$ cat config.mk
export PLATFORM = sky130hd
export DESIGN_NAME = vector_unit_mac_status_flags_unit
export DESIGN_NICKNAME = d
export VERILOG_FILES = /design/src/sv/vumsf_pkg.sv /design/src/sv/vumsf_calc.sv /design/src/sv/vector_unit_mac_status_flags_unit.sv
export SDC_FILE = /design/constraint.sdc
export NUM_CORES = 1
export LEC_CHECK = 0
export BUFFER_PORTS_ARGS = -buffer_cell sky130_fd_sc_hd__buf_2
export CAP_MARGIN = 0
export CORE_MARGIN = 3
export CORE_UTILIZATION = 40
export CTS_CLUSTER_DIAMETER = 100
export DETAILED_ROUTE_END_ITERATION = 7
export PLACE_DENSITY = 0.66
export SYNTH_ARGS = -nofsm -noshare
export SYNTH_HDL_FRONTEND = slang
export SYNTH_SLANG_ARGS = --single-unit
$ cat constraint.sdc
create_clock -name i_clk -period 3.9 [get_ports i_clk]
set_input_delay 0.975 -clock i_clk [delete_from_list [all_inputs] [get_ports i_clk]]
set_output_delay 0.975 -clock i_clk [all_outputs]
set_load 0.02 [all_outputs]
$ cat src/sv/vumsf_pkg.sv
`timescale 1ns / 1ps
// ============================================================================
// vumsf_pkg
// Shared types and constants for the vector-unit MAC/status flag keeper.
// ============================================================================
package vumsf_pkg;

    // Function codes carried in the input tuser
    typedef enum logic [1:0] {
        FUNC_CLASSIFY = 2'd0,
        FUNC_CLEAR    = 2'd1,
        FUNC_STATUS   = 2'd2,
        FUNC_NONE     = 2'd3
    } t_func;

    localparam int unsigned VALUE_W  = 32;
    localparam int unsigned MAC_W    = 16;
    localparam int unsigned STATUS_W = 12;
    localparam int unsigned LANES    = 4;

    // Largest finite magnitude, used when clamping infinities and NaNs
    localparam logic [30:0] CLAMP_MAG = 31'h7f7fffff;

    // Exponent code of infinities and NaNs
    localparam logic [7:0] EXP_MAX = 8'hff;

    // Payload of one item on its way to the flag logic
    typedef struct packed {
        t_func              func;
        logic [1:0]         lane;
        logic [VALUE_W-1:0] value;
    } t_item;

    // Result of one item
    typedef struct packed {
        logic [STATUS_W-1:0] status_flags;
        logic [MAC_W-1:0]    mac_flags;
        logic [VALUE_W-1:0]  result_value;
    } t_result;

endpackage

$ cat src/sv/vumsf_calc.sv
`timescale 1ns / 1ps
// ============================================================================
// vumsf_calc
// Flag update logic: classifies one value for a lane, clears a lane, or
// folds the MAC groups into the status word. Purely combinational.
// ============================================================================
module vumsf_calc
    import vumsf_pkg::*;
(
    input  t_item               i_item,
    input  logic [MAC_W-1:0]    i_mac,
    input  logic [STATUS_W-1:0] i_status,
    output t_result             o_result
);

    logic [LANES-1:0] lane_bit;
    logic [LANES-1:0] z_grp, s_grp, u_grp, o_grp;
    logic [LANES-1:0] z_nxt, s_nxt, u_nxt, o_nxt;
    logic [7:0]       exp_f;
    logic             sign_f;
    logic             mant_nz;
    logic [VALUE_W-1:0]  res_val;
    logic [STATUS_W-1:0] status_nxt;

    // x is the highest bit of each group
    assign lane_bit = 4'b1000 >> i_item.lane;

    assign z_grp = i_mac[3:0];
    assign s_grp = i_mac[7:4];
    assign u_grp = i_mac[11:8];
    assign o_grp = i_mac[15:12];

    assign sign_f  = i_item.value[31];
    assign exp_f   = i_item.value[30:23];
    assign mant_nz = |i_item.value[22:0];

    // Group updates and returned value
    always_comb begin
        z_nxt      = z_grp;
        s_nxt      = s_grp;
        u_nxt      = u_grp;
        o_nxt      = o_grp;
        res_val    = i_item.value;
        status_nxt = i_status;
        case (i_item.func)
            FUNC_CLASSIFY: begin
                s_nxt = sign_f ? (s_grp | lane_bit) : (s_grp & ~lane_bit);
                if (exp_f == 8'd0 && !mant_nz) begin
                    // signed zero
                    z_nxt = z_grp | lane_bit;
                    u_nxt = u_grp & ~lane_bit;
                    o_nxt = o_grp & ~lane_bit;
                end else if (exp_f == 8'd0) begin
                    // denormal: flush to signed zero
                    z_nxt   = z_grp | lane_bit;
                    u_nxt   = u_grp | lane_bit;
                    o_nxt   = o_grp & ~lane_bit;
                    res_val = {sign_f, 31'd0};
                end else if (exp_f == EXP_MAX) begin
                    // infinity or NaN: clamp, Z kept
                    u_nxt   = u_grp & ~lane_bit;
                    o_nxt   = o_grp | lane_bit;
                    res_val = {sign_f, CLAMP_MAG};
                end else begin
                    z_nxt = z_grp & ~lane_bit;
                    u_nxt = u_grp & ~lane_bit;
                    o_nxt = o_grp & ~lane_bit;
                end
            end
            FUNC_CLEAR: begin
                z_nxt = z_grp & ~lane_bit;
                s_nxt = s_grp & ~lane_bit;
                u_nxt = u_grp & ~lane_bit;
                o_nxt = o_grp & ~lane_bit;
            end
            FUNC_STATUS: begin
                // bits 0-3 any-group, old 0-3 to 6-9, keep 4,5,10,11
                status_nxt = {i_status[11:10], i_status[3:0], i_status[5:4],
                              |o_grp, |u_grp, |s_grp, |z_grp};
            end
            default: begin
                // unused code: nothing changes
            end
        endcase
    end

    assign o_result.result_value = res_val;
    assign o_result.mac_flags    = {o_nxt, u_nxt, s_nxt, z_nxt};
    assign o_result.status_flags = status_nxt;

endmodule

$ cat src/sv/vector_unit_mac_status_flags_unit.sv
`timescale 1ns / 1ps
// ============================================================================
// vector_unit_mac_status_flags_unit
// Keeps the MAC flag word and the status flag word of a vector unit.
// ============================================================================
// One item enters per clock cycle while the output side does not stall; each
// gives exactly one result item, passing through the input register and then
// the result register. The flag words are updated as an item moves from the
// input register into the result register, so a following item always sees
// the flags left by the one before it. Input tuser carries func in bits
// [1:0] and lane in bits [3:2]; tdata carries the value. Output tdata packs
// result_value, mac_flags and status_flags from bit 0 up, zero-filled to 64
// bits. A stall on the output side holds the pipeline without losing items.
// ============================================================================
module vector_unit_mac_status_flags_unit
    import vumsf_pkg::*;
(
    input  logic        i_clk,
    input  logic        i_rst_n,
    // input items
    input  logic        s_axis_tvalid,
    output logic        s_axis_tready,
    input  logic [31:0] s_axis_tdata,   // [31:0] value
    input  logic [3:0]  s_axis_tuser,   // [1:0] func, [3:2] lane
    // result items
    output logic        m_axis_tvalid,
    input  logic        m_axis_tready,
    output logic [63:0] m_axis_tdata    // [31:0] result_value, [47:32] mac_flags,
                                        // [59:48] status_flags, [63:60] zero
);

    logic                r_in_valid;
    t_item               r_in_item;
    logic                r_out_valid;
    t_result             r_out;
    logic [MAC_W-1:0]    r_mac;
    logic [STATUS_W-1:0] r_status;

    t_result             n_out;
    logic                advance;
    logic                in_take;

    // The input register moves on when the result register is free or drains
    assign advance       = !r_out_valid || m_axis_tready;
    assign s_axis_tready = !r_in_valid || advance;
    assign in_take       = s_axis_tvalid && s_axis_tready;

    // Input register
    always_ff @(posedge i_clk) begin
        if (!i_rst_n) begin
            r_in_valid <= 1'b0;
        end else if (s_axis_tready) begin
            r_in_valid <= s_axis_tvalid;
        end
    end

    always_ff @(posedge i_clk) begin
        if (in_take) begin
            r_in_item.func  <= t_func'(s_axis_tuser[1:0]);
            r_in_item.lane  <= s_axis_tuser[3:2];
            r_in_item.value <= s_axis_tdata;
        end
    end

    // Flag logic
    vumsf_calc u_calc (
        .i_item   (r_in_item),
        .i_mac    (r_mac),
        .i_status (r_status),
        .o_result (n_out)
    );

    // Flag words commit as the item enters the result register
    always_ff @(posedge i_clk) begin
        if (!i_rst_n) begin
            r_mac    <= '0;
            r_status <= '0;
        end else if (r_in_valid && advance) begin
            r_mac    <= n_out.mac_flags;
            r_status <= n_out.status_flags;
        end
    end

    // Result register
    always_ff @(posedge i_clk) begin
        if (!i_rst_n) begin
            r_out_valid <= 1'b0;
        end else if (advance) begin
            r_out_valid <= r_in_valid;
        end
    end

    always_ff @(posedge i_clk) begin
        if (advance && r_in_valid) begin
            r_out <= n_out;
        end
    end

    assign m_axis_tvalid = r_out_valid;
    assign m_axis_tdata  = {4'd0, r_out.status_flags, r_out.mac_flags, r_out.result_value};

endmodule

==> flow_metrics.env <==
export IMPL_status="finished, final reports clean"
export IMPL_ir_drop_uv=397
export IMPL_antennaDiodeCount=0
export IMPL_max_freq_mhz=390
export IMPL_yosys_area_top_type="edfxtp_1"
export IMPL_placed_area_um2=5110
export IMPL_track_usage_pct=14.9
export IMPL_die_area_um2=12700
export IMPL_num_io_pins=106
export IMPL_tightest_slew_ns=0.985
export IMPL_post_cts_resized=0
export IMPL_synth_top_area_share_pct=60.7
export IMPL_critPathArrivalTime_ns=2.71
export IMPL_critPathLaunch="r_in_item[35]"
export IMPL_cts_hold_buf=0
export IMPL_grt_overflow=0
export IMPL_yosysWarnings=0
export IMPL_drc=0
export IMPL_cts_path_max_buffers=2
export IMPL_timing_rr_start="r_in_item[35]"
export IMPL_startpoint_type="flip-flop"
export IMPL_dp_hpwl_um=6200
export IMPL_vias=2895
export IMPL_area_growth_pct=25.9
export IMPL_antenna_found_initial=0
export IMPL_hp_class="reg -> reg"
export IMPL_max_cap_viol_count=0
export IMPL_ys_async_sr_fraction_pct=0
export IMPL_portBuffers=97
export IMPL_multi_input_area_um2=1120
export IMPL_cts_buffers=17
export IMPL_grt_pass1_wl_um=14400
export IMPL_seq_area_frac_synth_pct=72.2
export IMPL_drv_slew=0
export IMPL_rsz0062_at_grt="false"
export IMPL_timing_hold_ws_ns=0.459
export IMPL_synth_common_cells="92 x edfxtp_1, 29 x nand2_1, 26 x dfxtp_1, 24 x o21a_1, 15 x nor2_1"
export IMPL_die_w_um=113
export IMPL_worstSetupPathType="reg -> reg"
export IMPL_cts_root_buf="clkbuf_16"
export IMPL_clk_latency_ns=0.40
export IMPL_drt_first_iter_violations=303
export IMPL_numClockSinks=118
export IMPL_synthFlopType="edfxtp_1"
export IMPL_hold_violations=0
export IMPL_cts_tree="yes"
export IMPL_layout_drive_gt1_share_pct=33.3
export IMPL_fin_area_um2=5730
export IMPL_setup_tns_ns=0
export IMPL_nets=456
export IMPL_post_cts_buffers=0
export IMPL_viasPerCell=5.09
export IMPL_ys_top_cells_by_area="edfxtp_1 61%, dfxtp_1 11%, o21a_1 4.0%"
export IMPL_detail_route_antenna_nets=0
export IMPL_finalSetupViolCount=0
export IMPL_ys_types=40
export IMPL_register_area_um2=3280
export IMPL_core_region_area_um2=11000
export IMPL_synth_most_common_cell="edfxtp_1"
export IMPL_grt_pass1_vias=2818
export IMPL_relSlewSlack_pct=34.3
export IMPL_hp_start="r_in_item[31]"
export IMPL_crit_path_max_fanout=23
export IMPL_htreeDepth=4
export IMPL_syn_inst=317
export IMPL_fillers=940
export IMPL_finalWorstSetupSlack_ns=1.34
export IMPL_gp_congestion=0.822
export IMPL_finClkSkew_ns=0.00627
export IMPL_end_kind="flip-flop"
export IMPL_synth_edf_count=92
export IMPL_grt_max_degree=50
export IMPL_wl_per_cell_um=16.0
export IMPL_initial_core_util_pct=41.4
export IMPL_critPathRequiredTime_ns=4.05
export IMPL_timing_final_crit_share_pct=65.7
export IMPL_p_per_area_nw_per_um2=561
export IMPL_clk_pin_slew_ns=0.05
export IMPL_avgSynthCellArea_um2=14.3
export IMPL_ys_ff_latch=118
export IMPL_drt_pre_antenna_iters=6
export IMPL_placed_cells=537
export IMPL_rows=38
export IMPL_routed_wl_um=9130
export IMPL_period_minus_slack_ns=2.56
export IMPL_p_leak_nw=2.19
export IMPL_fin_cells=569
export IMPL_synth_area_um2=4550
export IMPL_die_y_um=113
export IMPL_place_worst_setup_slack_ns=1.26
layout by cell type (no fill, tap or decap), types with 2 or more instances in the layout:
cell        count
edfxtp_1       92
nand3_1         4
or4_1           5
nand2b_1        4
nor3b_1         7
o311ai_0        3
o211a_1         2
conb_1          8
buf_2          97
a21boi_0        7
o21ai_0        12
bufinv_16       4
nand4_1         8
o211ai_1        3
a22o_1          8
and2_1          3
o21ai_1         3
clkbuf_16      17
dfxtp_1        26
nor2b_1         7
nor3_1          2
nor2_1         15
clkinv_2        3
clkinv_1        2
clkinvlp_4      3
nand2_1        29
nor4_1          5
mux2_2          8
buf_4           3
nor4_4          2
o21a_1         24
through the flow:
stage	utilization [%]	total power, W
after floorplan	-	0.00159
after global placement	46.6	0.00165
after detailed placement	46.6	0.00166
after CTS	52.1	0.00324
after global routing	52.1	0.00332
final	52.1	0.00321
registers in the layout, indices dropped and copies added (netlist names):
signal and count:
r_mac 16, r_in_item 36, m_axis_tvalid 1, m_axis_tdata 56, r_status 8, r_in_valid 1
layer usage:
| metal | track usage (%) | up-vias | routed length (um) |
|---|---|---|---|
| met4 | 6.49 | 0 | 194 |
| met2 | 23.1 | 103 | 4580 |
| met3 | 5.01 | 15 | 514 |
| met1 | 19.0 | 1397 | 3840 |
| li1 | - | 1380 | - |
| met5 | 0 | - | 0 |
cell type report:
cell class | count | share of cell area, %
timing repair buffer | 101 | 9.22
sequential | 118 | 57.3
clock buffer | 18 | 7.50
multi-input combinational | 176 | 19.6
inverter | 2 | 0.131
clock inverter | 14 | 3.19
tap | 140 | 3.06
kinds of logic after synthesis:
group	Yosys count	synth area share (%)
flops	118	72.2
simple gates	94	11.3
compound gates	66	10.5
buf+inv	30	3.96
mux	8	1.98
other cells	1	0.0825
power breakdown:
part           internal, W  switching (W)  leakage (nW)
Clock              0.00106       0.000520         0.291
Sequential         0.00142      0.0000286          1.08
Combinational    0.0000646       0.000115         0.819
worst max-delay path, cell delays in order, from the launching register on:
cell and delay (ns):
edfxtp_1 0.55, or4_4 0.55, nor4_4 0.53, o21ai_2 0.45, o21a_1 0.23
path summary, 6_finish.rpt:
path,end,slack (ns),depth (start not counted)
min reg2reg,m_axis_tdata[31],0.46,0
max reg2reg,m_axis_tdata[21],1.34,4
max,m_axis_tdata[21],1.34,4
min,m_axis_tdata[31],0.46,0
Note: power is estimated with default switching activity, not from simulation.
